## config.mk

```make
export PLATFORM = sky130hd
export DESIGN_NAME = stereo_channel_strip_pan_meter_top
export DESIGN_NICKNAME = d
export VERILOG_FILES = /design/src/hdl/scp_pkg.sv /design/src/hdl/stereo_channel_strip_pan_meter_top.sv
export SDC_FILE = /design/constraint.sdc
export NUM_CORES = 2
export LEC_CHECK = 0
export ABC_CLOCK_PERIOD_IN_PS = 14000
export BUFFER_PORTS_ARGS = -buffer_cell sky130_fd_sc_hd__buf_2
export CAP_MARGIN = 10
export CORE_ASPECT_RATIO = 1.4
export CORE_UTILIZATION = 51
export DETAILED_ROUTE_END_ITERATION = 8
export GPL_TIMING_DRIVEN = 0
export PLACE_DENSITY = 0.77
export SETUP_SLACK_MARGIN = 0.2
export SLEW_MARGIN = 20
export SYNTH_ARGS = -nofsm -noshare
export SYNTH_HDL_FRONTEND = slang
export SYNTH_SLANG_ARGS = --single-unit
export TNS_END_PERCENT = 10
```

## constraint.sdc

```tcl
create_clock -name clk -period 14 [get_ports clk]
set_clock_uncertainty 0.15 [all_clocks]
set_input_delay 0.7 -clock clk [delete_from_list [all_inputs] [get_ports clk]]
set_output_delay 0.7 -clock clk [all_outputs]
set_load 0.02 [all_outputs]
```

## src/hdl/scp_pkg.sv

```systemverilog
// Shared types and constants for the stereo channel strip with pan and peak meter.
// Holds the frame and result payload structs, register indexes, mode codes and the
// fixed-point constants of the pan law and meter decay. Depends on nothing.
package scp_pkg;

  localparam int SAMPLE_BITS    = 24;
  localparam int CFG_INDEX_BITS = 4;
  localparam int CFG_DATA_BITS  = 16;
  localparam int GAIN_BITS      = 16;
  localparam int GAIN_FRAC      = 14;
  localparam int GAIN_HALF      = 1 << (GAIN_FRAC - 1);

  // Register indexes of the configuration port.
  localparam logic [CFG_INDEX_BITS-1:0] CFG_INPUT_MODE   = 4'd0;
  localparam logic [CFG_INDEX_BITS-1:0] CFG_TRIM_GAIN    = 4'd1;
  localparam logic [CFG_INDEX_BITS-1:0] CFG_CHANNEL_GAIN = 4'd2;
  localparam logic [CFG_INDEX_BITS-1:0] CFG_PAN_POSITION = 4'd3;

  // Routing modes; every other code is silent.
  localparam logic [1:0] MODE_MONO   = 2'd1;
  localparam logic [1:0] MODE_STEREO = 2'd2;

  // Reset values of the configuration and pan gain registers.
  localparam logic [GAIN_BITS-1:0] UNITY_GAIN     = 16'd16384;
  localparam logic [GAIN_BITS-1:0] PAN_GAIN_RESET = 16'd11585;

  // Pan law: position limits and the quarter-sine polynomial in Q30.
  localparam logic signed [15:0] PAN_LIMIT = 16'sd16384;
  localparam logic [15:0]        PAN_FULL  = 16'd32768;
  localparam int PAN_W        = 32;
  localparam int SINE_FRAC    = 30;
  localparam int SINE_HALF    = 1 << (SINE_FRAC - 1);
  localparam int HORNER_STEPS = 4;
  localparam logic [PAN_W-1:0] POLY_COEF [HORNER_STEPS+1] = '{
    32'd172272, 32'd5026995, 32'd85569306, 32'd693598668, 32'd1686629713
  };

  // Meter decay: floor(peak * 3 / 5) as a multiply by a rounded-up reciprocal.
  localparam int DECAY_SHIFT = SAMPLE_BITS + 4;
  localparam logic [63:0] DECAY_MULT = ((64'd3 << DECAY_SHIFT) + 64'd4) / 64'd5;
  localparam logic [SAMPLE_BITS-1:0] SAMPLE_MAG_MAX = SAMPLE_BITS'(1) << (SAMPLE_BITS - 1);

  // Shared multiplier operand and product widths.
  localparam int MUL_W  = (DECAY_SHIFT + 1 > 33) ? DECAY_SHIFT + 1 : 33;
  localparam int PROD_W = 2 * MUL_W;

  typedef struct packed {
    logic signed [SAMPLE_BITS-1:0] first_sample;
    logic signed [SAMPLE_BITS-1:0] second_sample;
    logic                          second_valid;
    logic signed [SAMPLE_BITS-1:0] master_left;
    logic signed [SAMPLE_BITS-1:0] master_right;
    logic                          last_in_block;
  } scp_in_t;

  typedef struct packed {
    logic signed [SAMPLE_BITS-1:0] mix_left;
    logic signed [SAMPLE_BITS-1:0] mix_right;
    logic [SAMPLE_BITS-1:0]        meter_level;
  } scp_out_t;

endpackage

```

## src/hdl/stereo_channel_strip_pan_meter_top.sv

```systemverilog
// Top level of the stereo channel strip: routing, trim, constant-power pan,
// mix onto the master bus and decaying peak meter, all on one shared multiplier.
// Depends on scp_pkg for payload types, register indexes and constants.

// One input transaction carries a frame; one output transaction returns the mixed
// pair and the meter value. A frame is routed by input_mode (silent, mono, stereo
// with the left copied when the second channel is missing), trimmed, saturated and
// measured, then weighted by the pan gains and added onto the master samples with
// saturation. On the last frame of a block the meter becomes the larger of 0.6 times
// its old value and the block's largest magnitude. Every product goes through a
// single registered multiplier under a small sequencer, so a frame occupies the block
// from acceptance until its result is loaded, and no new frame is taken before then:
// four products per frame plus the decay product and the result load; the load waits
// only while the previous result still waits in the output register.
// Writing channel_gain or pan_position recomputes both pan gains by evaluating the
// quarter-sine polynomial on the same multiplier; while this runs, no frame and no
// further register write is taken. New gains apply from the next frame. Register
// writes are accepted only while no frame is being processed.
module stereo_channel_strip_pan_meter_top (
  input  logic                                  clk,
  input  logic                                  rst,
  input  logic                                  in_valid,
  output logic                                  in_stall,
  input  scp_pkg::scp_in_t                      in_data,
  output logic                                  out_valid,
  input  logic                                  out_stall,
  output scp_pkg::scp_out_t                     out_data,
  input  logic                                  cfg_valid,
  output logic                                  cfg_ready,
  input  logic [scp_pkg::CFG_INDEX_BITS-1:0]    cfg_index,
  input  logic [scp_pkg::CFG_DATA_BITS-1:0]     cfg_data
);

  typedef enum logic [3:0] {
    S_IDLE,
    S_TRIM_L,
    S_TRIM_R,
    S_PAN_L,
    S_PAN_R,
    S_MIX_R,
    S_DECAY,
    S_DONE,
    S_GAIN_SQ,
    S_GAIN_X2,
    S_GAIN_HMUL,
    S_GAIN_HSUB,
    S_GAIN_SIN,
    S_GAIN_SINR,
    S_GAIN_SCALE,
    S_GAIN_STORE
  } state_t;

  state_t state;

  // Configuration registers.
  logic [1:0]                           input_mode;
  logic [scp_pkg::GAIN_BITS-1:0]        trim_gain;
  logic [scp_pkg::GAIN_BITS-1:0]        channel_gain;
  logic signed [15:0]                   pan_position;

  // Meter and pan gain state.
  logic [scp_pkg::SAMPLE_BITS-1:0]      block_max;
  logic [scp_pkg::SAMPLE_BITS-1:0]      peak_hold;
  logic [scp_pkg::GAIN_BITS-1:0]        left_pan_gain;
  logic [scp_pkg::GAIN_BITS-1:0]        right_pan_gain;

  // Frame working registers.
  logic signed [scp_pkg::SAMPLE_BITS-1:0] src_l;
  logic signed [scp_pkg::SAMPLE_BITS-1:0] src_r;
  logic signed [scp_pkg::SAMPLE_BITS-1:0] master_l;
  logic signed [scp_pkg::SAMPLE_BITS-1:0] master_r;
  logic                                   last_frame;
  logic signed [scp_pkg::SAMPLE_BITS-1:0] trim_l;
  logic signed [scp_pkg::SAMPLE_BITS-1:0] trim_r;
  logic signed [scp_pkg::SAMPLE_BITS-1:0] mix_l;
  logic signed [scp_pkg::SAMPLE_BITS-1:0] mix_r;

  // Pan gain evaluation registers.
  logic [scp_pkg::PAN_W-1:0]            x_reg;
  logic [scp_pkg::PAN_W-1:0]            x2;
  logic [scp_pkg::PAN_W-1:0]            poly_t;
  logic [1:0]                           hcnt;
  logic                                 gain_side;

  // Shared multiplier.
  logic signed [scp_pkg::MUL_W-1:0]     mul_a;
  logic signed [scp_pkg::MUL_W-1:0]     mul_b;
  logic signed [scp_pkg::PROD_W-1:0]    prod;

  // Combinational helpers.
  logic signed [scp_pkg::SAMPLE_BITS-1:0] sel_l;
  logic signed [scp_pkg::SAMPLE_BITS-1:0] sel_r;
  logic signed [15:0]                     pan_clamped;
  logic [15:0]                            u_pos;
  logic [15:0]                            u_sel;
  logic [scp_pkg::PAN_W-1:0]              x_pan;
  logic signed [scp_pkg::PROD_W-1:0]      prod_round;
  logic signed [scp_pkg::SAMPLE_BITS-1:0] trim_sat;
  logic signed [scp_pkg::SAMPLE_BITS-1:0] master_sel;
  logic signed [scp_pkg::SAMPLE_BITS-1:0] mix_sat;
  logic [scp_pkg::SAMPLE_BITS-1:0]        mag_sel;
  logic [scp_pkg::SAMPLE_BITS-1:0]        max_sel;
  logic [scp_pkg::SAMPLE_BITS-1:0]        decayed;
  logic [scp_pkg::PROD_W-1:0]             g_sum;
  logic [scp_pkg::GAIN_BITS:0]            g_full;
  logic [scp_pkg::GAIN_BITS-1:0]          g_val;
  logic [2:0]                             poly_idx;
  logic                                   out_load;

  // Clamp to the signed sample range.
  function automatic logic signed [scp_pkg::SAMPLE_BITS-1:0] sat_sample(
    input logic signed [scp_pkg::PROD_W-1:0] v
  );
    logic signed [scp_pkg::PROD_W-1:0] hi;
    logic signed [scp_pkg::PROD_W-1:0] lo;
    hi = {{(scp_pkg::PROD_W - scp_pkg::SAMPLE_BITS + 1){1'b0}},
          {(scp_pkg::SAMPLE_BITS - 1){1'b1}}};
    lo = ~hi;
    if (v > hi) begin
      return hi[scp_pkg::SAMPLE_BITS-1:0];
    end else if (v < lo) begin
      return lo[scp_pkg::SAMPLE_BITS-1:0];
    end
    return v[scp_pkg::SAMPLE_BITS-1:0];
  endfunction

  // Round a Q14 product half up, flooring towards minus infinity.
  function automatic logic signed [scp_pkg::PROD_W-1:0] round_q14(
    input logic signed [scp_pkg::PROD_W-1:0] v
  );
    return (v + scp_pkg::PROD_W'(scp_pkg::GAIN_HALF)) >>> scp_pkg::GAIN_FRAC;
  endfunction

  function automatic logic [scp_pkg::SAMPLE_BITS-1:0] magnitude(
    input logic signed [scp_pkg::SAMPLE_BITS-1:0] v
  );
    return v[scp_pkg::SAMPLE_BITS-1] ? $unsigned(-v) : $unsigned(v);
  endfunction

  // Input routing by mode; unused mode codes are silent.
  always_comb begin
    unique case (input_mode)
      scp_pkg::MODE_MONO: begin
        sel_l = in_data.first_sample;
        sel_r = in_data.first_sample;
      end
      scp_pkg::MODE_STEREO: begin
        sel_l = in_data.first_sample;
        sel_r = in_data.second_valid ? in_data.second_sample : in_data.first_sample;
      end
      default: begin
        sel_l = '0;
        sel_r = '0;
      end
    endcase
  end

  // Pan angle: clamp the position, offset it to 0..32768 and mirror it for the left side.
  always_comb begin
    if (pan_position < -scp_pkg::PAN_LIMIT) begin
      pan_clamped = -scp_pkg::PAN_LIMIT;
    end else if (pan_position > scp_pkg::PAN_LIMIT) begin
      pan_clamped = scp_pkg::PAN_LIMIT;
    end else begin
      pan_clamped = pan_position;
    end
    u_pos = $unsigned(pan_clamped + scp_pkg::PAN_LIMIT);
    u_sel = gain_side ? (scp_pkg::PAN_FULL - u_pos) : u_pos;
    x_pan = {{(scp_pkg::PAN_W - 31){1'b0}}, u_sel, 15'b0};
  end

  // Operand selection for the shared multiplier.
  always_comb begin
    unique case (state)
      S_TRIM_L: begin
        mul_a = scp_pkg::MUL_W'(src_l);
        mul_b = scp_pkg::MUL_W'(trim_gain);
      end
      S_TRIM_R: begin
        mul_a = scp_pkg::MUL_W'(src_r);
        mul_b = scp_pkg::MUL_W'(trim_gain);
      end
      S_PAN_L: begin
        mul_a = scp_pkg::MUL_W'(trim_l);
        mul_b = scp_pkg::MUL_W'(left_pan_gain);
      end
      S_PAN_R: begin
        mul_a = scp_pkg::MUL_W'(trim_r);
        mul_b = scp_pkg::MUL_W'(right_pan_gain);
      end
      S_MIX_R: begin
        mul_a = scp_pkg::MUL_W'(peak_hold);
        mul_b = scp_pkg::MUL_W'(scp_pkg::DECAY_MULT);
      end
      S_GAIN_SQ: begin
        mul_a = scp_pkg::MUL_W'(x_pan);
        mul_b = scp_pkg::MUL_W'(x_pan);
      end
      S_GAIN_HMUL: begin
        mul_a = scp_pkg::MUL_W'(x2);
        mul_b = scp_pkg::MUL_W'(poly_t);
      end
      S_GAIN_SIN: begin
        mul_a = scp_pkg::MUL_W'(x_reg);
        mul_b = scp_pkg::MUL_W'(poly_t);
      end
      S_GAIN_SCALE: begin
        mul_a = scp_pkg::MUL_W'(poly_t);
        mul_b = scp_pkg::MUL_W'(channel_gain);
      end
      default: begin
        mul_a = '0;
        mul_b = '0;
      end
    endcase
  end

  // Post-processing of the registered product.
  always_comb begin
    prod_round = round_q14(prod);
    trim_sat   = sat_sample(prod_round);
    master_sel = (state == S_MIX_R) ? master_r : master_l;
    mix_sat    = sat_sample(scp_pkg::PROD_W'(master_sel) + prod_round);
    mag_sel    = (state == S_PAN_L) ? magnitude(trim_l) : magnitude(trim_r);
    max_sel    = (mag_sel > block_max) ? mag_sel : block_max;
    decayed    = prod[scp_pkg::DECAY_SHIFT +: scp_pkg::SAMPLE_BITS];
    g_sum      = $unsigned(prod) + scp_pkg::PROD_W'(scp_pkg::SINE_HALF);
    g_full     = g_sum[scp_pkg::SINE_FRAC +: scp_pkg::GAIN_BITS + 1];
    g_val      = g_full[scp_pkg::GAIN_BITS] ? '1 : g_full[scp_pkg::GAIN_BITS-1:0];
    poly_idx   = {1'b0, hcnt} + 3'd1;
  end

  assign in_stall  = (state != S_IDLE) || cfg_valid;
  assign cfg_ready = (state == S_IDLE);
  assign out_load  = (state == S_DONE) && (!out_valid || !out_stall);

  always_ff @(posedge clk) begin
    prod <= mul_a * mul_b;
    if (rst) begin
      state          <= S_IDLE;
      out_valid      <= 1'b0;
      input_mode     <= '0;
      trim_gain      <= scp_pkg::UNITY_GAIN;
      channel_gain   <= scp_pkg::UNITY_GAIN;
      pan_position   <= '0;
      block_max      <= '0;
      peak_hold      <= '0;
      left_pan_gain  <= scp_pkg::PAN_GAIN_RESET;
      right_pan_gain <= scp_pkg::PAN_GAIN_RESET;
      gain_side      <= 1'b0;
      hcnt           <= '0;
    end else begin
      if (out_load) begin
        out_valid <= 1'b1;
      end else if (out_valid && !out_stall) begin
        out_valid <= 1'b0;
      end
      unique case (state)
        S_IDLE: begin
          if (cfg_valid) begin
            unique case (cfg_index)
              scp_pkg::CFG_INPUT_MODE: begin
                input_mode <= cfg_data[1:0];
              end
              scp_pkg::CFG_TRIM_GAIN: begin
                trim_gain <= cfg_data;
              end
              scp_pkg::CFG_CHANNEL_GAIN: begin
                channel_gain <= cfg_data;
                gain_side    <= 1'b0;
                state        <= S_GAIN_SQ;
              end
              scp_pkg::CFG_PAN_POSITION: begin
                pan_position <= $signed(cfg_data);
                gain_side    <= 1'b0;
                state        <= S_GAIN_SQ;
              end
              default: begin
              end
            endcase
          end else if (in_valid) begin
            src_l      <= sel_l;
            src_r      <= sel_r;
            master_l   <= in_data.master_left;
            master_r   <= in_data.master_right;
            last_frame <= in_data.last_in_block;
            state      <= S_TRIM_L;
          end
        end
        S_TRIM_L: begin
          state <= S_TRIM_R;
        end
        S_TRIM_R: begin
          trim_l <= trim_sat;
          state  <= S_PAN_L;
        end
        S_PAN_L: begin
          trim_r    <= trim_sat;
          block_max <= max_sel;
          state     <= S_PAN_R;
        end
        S_PAN_R: begin
          mix_l     <= mix_sat;
          block_max <= max_sel;
          state     <= S_MIX_R;
        end
        S_MIX_R: begin
          mix_r <= mix_sat;
          state <= last_frame ? S_DECAY : S_DONE;
        end
        S_DECAY: begin
          peak_hold <= (decayed > block_max) ? decayed : block_max;
          block_max <= '0;
          state     <= S_DONE;
        end
        S_DONE: begin
          if (out_load) begin
            out_data.mix_left    <= mix_l;
            out_data.mix_right   <= mix_r;
            out_data.meter_level <= peak_hold;
            state                <= S_IDLE;
          end
        end
        S_GAIN_SQ: begin
          x_reg <= x_pan;
          state <= S_GAIN_X2;
        end
        S_GAIN_X2: begin
          x2     <= prod[scp_pkg::SINE_FRAC +: scp_pkg::PAN_W];
          poly_t <= scp_pkg::POLY_COEF[0];
          hcnt   <= '0;
          state  <= S_GAIN_HMUL;
        end
        S_GAIN_HMUL: begin
          state <= S_GAIN_HSUB;
        end
        S_GAIN_HSUB: begin
          poly_t <= scp_pkg::POLY_COEF[poly_idx] - prod[scp_pkg::SINE_FRAC +: scp_pkg::PAN_W];
          if (hcnt == 2'(scp_pkg::HORNER_STEPS - 1)) begin
            state <= S_GAIN_SIN;
          end else begin
            hcnt  <= hcnt + 2'd1;
            state <= S_GAIN_HMUL;
          end
        end
        S_GAIN_SIN: begin
          state <= S_GAIN_SINR;
        end
        S_GAIN_SINR: begin
          poly_t <= prod[scp_pkg::SINE_FRAC +: scp_pkg::PAN_W];
          state  <= S_GAIN_SCALE;
        end
        S_GAIN_SCALE: begin
          state <= S_GAIN_STORE;
        end
        S_GAIN_STORE: begin
          if (gain_side) begin
            left_pan_gain <= g_val;
            state         <= S_IDLE;
          end else begin
            right_pan_gain <= g_val;
            gain_side      <= 1'b1;
            state          <= S_GAIN_SQ;
          end
        end
        default: begin
          state <= S_IDLE;
        end
      endcase
    end
  end

`ifndef SYNTHESIS
  // An accepted frame always starts the trim sequence on the next cycle.
  a_accept_starts: assert property (@(posedge clk) disable iff (rst)
    (in_valid && !in_stall) |=> (state == S_TRIM_L))
    else $error("accepted frame did not start processing");

  // The meter and the running block maximum never exceed the largest sample magnitude.
  a_peak_range: assert property (@(posedge clk) disable iff (rst)
    peak_hold <= scp_pkg::SAMPLE_MAG_MAX)
    else $error("peak hold out of range");

  a_block_max_range: assert property (@(posedge clk) disable iff (rst)
    block_max <= scp_pkg::SAMPLE_MAG_MAX)
    else $error("block maximum out of range");

  // Pan gains change only when the gain sequence stores them.
  a_gain_update: assert property (@(posedge clk) disable iff (rst)
    (!$stable(left_pan_gain) || !$stable(right_pan_gain)) |-> ($past(state) == S_GAIN_STORE))
    else $error("pan gain changed outside the gain sequence");

  // A result is loaded only when the output register is free or being emptied.
  a_no_overwrite: assert property (@(posedge clk) disable iff (rst)
    (state == S_DONE && out_valid && out_stall) |=> (state == S_DONE))
    else $error("result loaded over a stalled result");
`endif

endmodule
```

Yosys cells after proc, flatten, opt, wreduce, memory -nomap -nowiden
Memory sizes are Yosys's and may differ from the RTL's.
Cells that the tools add are included.
{"block": "op_classes", "magnitude_cmp": 9, "n_mux": 43, "bitwise": 4, "n_reduce_logical": 38, "n_eq_ne": 28, "n_addsub": 10, "multipliers": 1}
{"cell": "two-way mux 24 bit", "n": 13}
{"cell": "one-hot mux 33 bit (9 select lines)", "n": 1}
{"cell": "one-hot mux 32 bit (7 select lines)", "n": 1}
{"cell": "one-hot mux 24 bit (2 select lines)", "n": 2}
{"cell": "one-hot mux 32 bit (3 select lines)", "n": 1}
{"cell": "adder 66 x 15 -> 66 bit (second input constant)", "n": 1}
{"cell": "multiplier 33 x 33 -> 66 bit", "n": 1}
{"cell": "two-way mux 16 bit", "n": 4}
{"cell": "two-way mux 32 bit", "n": 2}
{"cell": "one-hot mux 4 bit (16 select lines)", "n": 1}
{"cell": "adder 24 x 52 -> 53 bit", "n": 1}
{"cell": "greater-than comparator 53 x 24 -> 1 bit (second input constant)", "n": 1}
{"cell": "less-than comparator 53 x 24 -> 1 bit (second input constant)", "n": 1}
{"cell": "greater-than comparator 52 x 24 -> 1 bit (second input constant)", "n": 1}
{"cell": "less-than comparator 52 x 24 -> 1 bit (second input constant)", "n": 1}
{"cell": "greater-than comparator 24 bit", "n": 2}
{"cell": "negation 24 bit", "n": 2}
{"cell": "adder 47 x 30 -> 47 bit (second input constant)", "n": 1}
{"cell": "== test 4 bit (second input constant)", "n": 8}
{"cell": "subtractor 32 bit", "n": 1}
{"cell": "AND reduction 2 bit", "n": 11}
{"cell": "AND reduction 3 bit", "n": 7}
{"cell": "two-way mux 4 bit", "n": 5}
{"cell": "adder 16 bit (second input constant)", "n": 1}
{"cell": "30 further kinds", "n": 63}
{"block": "totals", "in_bits": 123, "mem_count": 1, "reg_bits": 549, "output_inout_bits": 75, "rom_bits": 256}
{"name": "(no name shown)", "words": 8, "word_bits": 32, "rd": 1, "rd_clocked_by_memory_dff": 0, "write_ports": 0, "line": "stereo_channel_strip_pan_meter_top.sv:338", "rtl": "poly_t <= scp_pkg::POLY_COEF[poly_idx] - prod[scp_pkg::SINE_FRAC +: scp_pkg::PAN_W];"}

Longest topological paths before layout
{"block": "logic_depth", "word_depth": 8, "depth_mapped": 47, "ltp_nobuf": 43}

Worst setup path before layout
OpenSTA, ideal clock, no wires.
{"block": "synth_timing", "path_kind": "register to register", "from": "reg pan_position[2]", "to": "reg prod[63] (netlist name)", "path_slack_ps": 2833, "stages_incl_launch_ff": 43, "setup_time_ps": 72, "arrival_ps": 10945, "path_cell_list": "dfxtp_1 -> or4_1 -> nor3_1 -> a31o_2 -> and2_1 -> clkbuf_1 -> clkbuf_1 -> nand2_1 -> ha_1 -> o21ai_0 -> nor3_1 -> nor2_1 -> o22ai_1 -> and2_1 -> nor3_1 -> clkbuf_1 -> nor2_1 -> fa_1 -> [7 not listed] -> fa_1 -> inv_1 -> fa_1 -> inv_1 -> ha_1 -> a21oi_1 -> nor2_1 -> a2111o_1 -> nor2_1 -> a31oi_1 -> o311ai_0 -> a21oi_1 -> o22ai_1 -> o21ai_0 -> a31oi_1 -> and4b_1 -> a2111oi_0 -> xnor2_1"}
{"block": "synth_between", "elab_chain_cells": 8, "word_cells_on_any_way": 10, "classes_between": "add/sub (2); mul (1); order compare (2); mux (5)"}
{"item": "from (decl)", "line": "stereo_channel_strip_pan_meter_top.sv:59", "rtl": "logic signed [15:0] pan_position;"}
{"item": "from (signal assigned)", "line": "stereo_channel_strip_pan_meter_top.sv:274", "rtl": "pan_position <= $signed(cfg_data);"}
{"item": "greater-than comparator 16 bit", "line": "stereo_channel_strip_pan_meter_top.sv:162", "rtl": "end else if (pan_position > scp_pkg::PAN_LIMIT) begin"}
{"item": "two-way mux 16 bit", "line": "stereo_channel_strip_pan_meter_top.sv:162"}
{"item": "two-way mux 16 bit *", "line": "stereo_channel_strip_pan_meter_top.sv:160", "rtl": "if (pan_position < -scp_pkg::PAN_LIMIT) begin"}
{"item": "adder 16 bit *", "line": "stereo_channel_strip_pan_meter_top.sv:167", "rtl": "u_pos = $unsigned(pan_clamped + scp_pkg::PAN_LIMIT);"}
{"item": "subtractor 16 bit", "line": "stereo_channel_strip_pan_meter_top.sv:168", "rtl": "u_sel = gain_side ? (scp_pkg::PAN_FULL - u_pos) : u_pos;"}
{"item": "two-way mux 16 bit *", "line": "stereo_channel_strip_pan_meter_top.sv:168"}
{"item": "named net u_sel[10]", "line": "stereo_channel_strip_pan_meter_top.sv:95", "rtl": "logic [15:0] u_sel;"}
{"item": "one-hot mux 33 bit (9 select lines) / one-hot mux 32 bit (7 select lines) (equally long branches)", "line": "stereo_channel_strip_pan_meter_top.sv:174", "rtl": "unique case (state)"}
{"item": "multiplier 33 x 33 -> 66 bit *", "line": "stereo_channel_strip_pan_meter_top.sv:238", "rtl": "prod <= mul_a * mul_b;"}
{"item": "to (signal assigned)", "line": "stereo_channel_strip_pan_meter_top.sv:238"}
{"item": "to (decl)", "line": "stereo_channel_strip_pan_meter_top.sv:88", "rtl": "logic signed [scp_pkg::PROD_W-1:0] prod;"}
The timed path passes the listed nets; every way through them passes the cells marked *.
A chain may end at the register's enable or synchronous reset.

Final worst setup path
Same ends and word-level chain as after synthesis.

==> impl_metrics.py <==
metrics = {
    "cells_and_area": {
        "multi_input_area_um2": 44700,
        "area_growth_pct": 8.60,
        "largest_reg_flops": 72,
        "top_regs": "out_data (72), prod (53)",
        "fillCellCount": 11000,
        "nNetsFinal": 8836,
        "seqCellArea_um2": 14200,
        "final_layout_size_suffix_gt1_share_pct": 6.39,
        "final_cells": 8963,
        "regMostFlops": "out_data",
    },
    "floorplanning": {
        "num_rows": 154,
        "fp.coreArea_um2": 126000,
        "die_area_um2": 128000,
        "die-height_um": 424,
        "die_x_um": 303,
        "io_pins": 198,
        "start_util_pct": 51.5,
    },
    "setup_path": {
        "arrival_ps": 14030,
        "r2r_end": "prod[63]",
        "crit_fanout": 10,
        "crit_path_start": "pan_position[2]",
        "cp_slowest_stage_delay_ps": 620,
        "crit_slowest_cell": "o311ai_2",
        "crit_path_end": "prod[63]",
        "endpoint_kind": "flop",
        "crit_top_cell": "fa_1",
        "reg2reg_from": "pan_position[2]",
        "rrSetupSlack_ps": 300,
        "worstRegToRegCells": 42,
        "required_ps": 14340,
        "startpoint_type": "flop",
        "path_class": "flop to flop",
    },
    "cts": {
        "h-tree-depth": 2,
        "cts_buffers": 47,
        "cts-root-buf": "clkbuf_16",
        "cts_sinks": 536,
        "cts_tree": "done",
        "clk_pin_slew_ps": 80,
        "insertion_delay_ps": 620,
        "cts_buffer_depth": 3,
        "postCtsHoldBufs": 0,
    },
    "yosys": {
        "synth_warnings": 0,
        "synthCells": 6950,
        "ys_types": 82,
        "synth_edf_count": 345,
        "async_reset_ff_share_pct": 0,
        "syn-cell-area_um2": 64800,
        "syn_area_per_cell_um2": 9.32,
        "synth.ff_latch_count": 536,
        "seq_area_frac_synth_pct": 21.9,
        "ys.flop_type": "edfxtp_1",
    },
    "pwr": {
        "ir_worst_vdd_mv": 0.285,
        "p_sw_share_pct": 47.9,
        "pwr-share-seq_pct": 23.3,
        "leakage_nw": 32.6,
        "p_sw_mw": 4.33,
        "p_int_mw": 4.72,
        "combPwrFrac_pct": 61.3,
        "power_density_nw_per_um2": 129,
        "power.share.clock_pct": 15.4,
    },
    "sta": {
        "worst_pin_slew_ps": 1320,
        "fin_crit_ps": 13700,
        "relSlewSlack_pct": 12.1,
        "rsz0062_at_grt": "true",
        "finalSetupViolCount": 0,
        "finalHoldViolCount": 0,
        "drv_slew": 0,
        "fmax_ghz": 0.0730,
        "fin_crit_sh_pct": 97.8,
        "fin_setup_tns_ps": 0,
    },
    "placement": {
        "dp_hpwl_um": 202000,
        "dp_cells": 8854,
        "io_buffers": 196,
        "gp_congestion": 1.13,
    },
    "route": {
        "wire_per_inst_um": 27.4,
        "vias_per_cell": 6.03,
        "drt_iter0_markers": 6127,
        "drtAntennaViolNets": 0,
        "drt_wl_total_um": 245000,
        "vias": 54000,
        "drc": 0,
        "dr.pass1.iters": 9,
    },
    "global_route": {
        "overflow": 0,
        "track_usage_pct": 39.1,
        "grt_pass1_wl_um": 361000,
        "grt_pass1_vias": 56400,
        "antenna_found_initial": 23,
        "grt_max_degree": 32,
    },
    "flow_run": {
        "max_cap_viol_count": 0,
    },
    "min_path": {
        "hold_class": "input port to flop",
    },
    "run_status": {
        "outcome": "completed",
    },
}
## Yosys cell counts (66+ instances only)
master / number / area (um^2)
fa_1: 1112 / 22300
a21oi_1: 210 / 1050
inv_1: 1327 / 4980
a21o_1: 75 / 563
xor2_1: 82 / 718
xnor2_1: 166 / 1450
mux2i_1: 86 / 861
clkbuf_1: 301 / 1130
dfxtp_1: 191 / 3820
ha_1: 326 / 4080
edfxtp_1: 345 / 10400
o21ai_0: 154 / 771
nor2b_1: 66 / 413
nor2_1: 712 / 2670
nand2_1: 951 / 3570
## metal layers
| layer | part of all wire, % | GRT usage [%] | wire length, um |
|---|---|---|---|
| met5 | 0.084 | 0 | 206 |
| met4 | 11 | 33.7 | 27100 |
| met3 | 12 | 12.5 | 30400 |
| met2 | 45 | 61.1 | 111000 |
| met1 | 31 | 42.8 | 77100 |
## cells by family after synthesis
family	Yosys count	synth area share, %
other	2	0.0116
adder cells (fa/ha/maj)	1438	40.7
multiplexers	89	1.38
flip-flops	536	21.9
XOR/XNOR	248	3.35
AO/OA/AOI/OAI	840	8.81
buffers and inverters	1658	9.65
AND/OR/NAND/NOR	2139	14.2
## through the flow
step	hold slack, ps	utilization, %	setup WS [ps]	total power [mW]	cell area [um^2]
2_1_floorplan	250	-	2830	5.86	64900
3_3_place_gp	251	54.0	-1110	7.45	67900
3_5_place_dp	255	54.4	-656	7.53	68500
4_1_cts	79.2	55.7	212	8.97	70100
5_1_grt	91.1	55.9	88.3	9.68	70300
6_report	94.8	55.9	304	9.05	70400
## layout by cell type (no fill, tap or decap), types with 32 or more instances in the layout
cell type,instances
xnor2_1,165
clkbuf_16,50
nor3_1,52
dfxtp_1,191
nand2b_1,40
nor2b_1,65
a22o_1,35
edfxtp_1,345
nor2_1,707
inv_1,1325
clkbuf_1,274
a21o_1,75
a22oi_1,55
conb_1,32
xor2_1,82
fa_1,1112
buf_2,211
mux2i_1,86
nand4_1,61
nand2_1,950
nand3_1,63
ha_1,326
a211oi_1,57
a21oi_1,206
o21ai_0,153
## worst max-delay path, delay by kind of cell (launching register included)
family | cells | cell delay (ps)
adders and majority gates | 10 | 4630
xor gates and xnor gates | 1 | 150
DFF | 1 | 360
AOI/OAI and AO/OA | 11 | 3730
and+or+nand+nor | 12 | 2810
buffers and inverters | 8 | 1720
## power groups by stage
stage | sequential (mW) | combinational, mW | clock, mW
after global placement | 2.12 | 5.33 | 0
after global routing | 2.10 | 6.15 | 1.44
after floorplan | 1.98 | 3.88 | 0
final | 2.11 | 5.55 | 1.39
after CTS | 2.08 | 5.50 | 1.40
after detailed placement | 2.11 | 5.41 | 0
## how the worst min path moves through the flow
| stage | to | slack, ps | cells after the start | start |
|---|---|---|---|---|
| after global placement | out_data[46] | 250 | 0 | mix_r[22] |
| after global routing | last_frame | 90 | 1 | in_data[0] |
| final | last_frame | 90 | 1 | in_data[0] |
| after detailed placement | out_data[50] | 250 | 0 | mix_l[2] |
| after floorplan | out_data[24] | 250 | 0 | mix_r[0] |
| after CTS | last_frame | 80 | 1 | in_data[0] |
## cell type report
class | instances | area share, %
Timing Repair Buffer | 248 | 2.10
Clock inverter | 30 | 0.450
Buffer | 329 | 1.89
Multi-Input combinational cell | 4786 | 63.5
Tap cell | 1638 | 2.91
Antenna cell | 12 | 0.0427
Sequential cell | 536 | 20.2
Clock buffer | 57 | 1.86
Inverter | 1327 | 7.09
## repair_timing
| action | in CTS | in global routing |
|---|---|---|
| resized for setup | 10 | 50 |
| buffers inserted | 1 | 9 |
| setup endpoints to repair | 16 | 15 |
(Power assumes the default switching activity.)
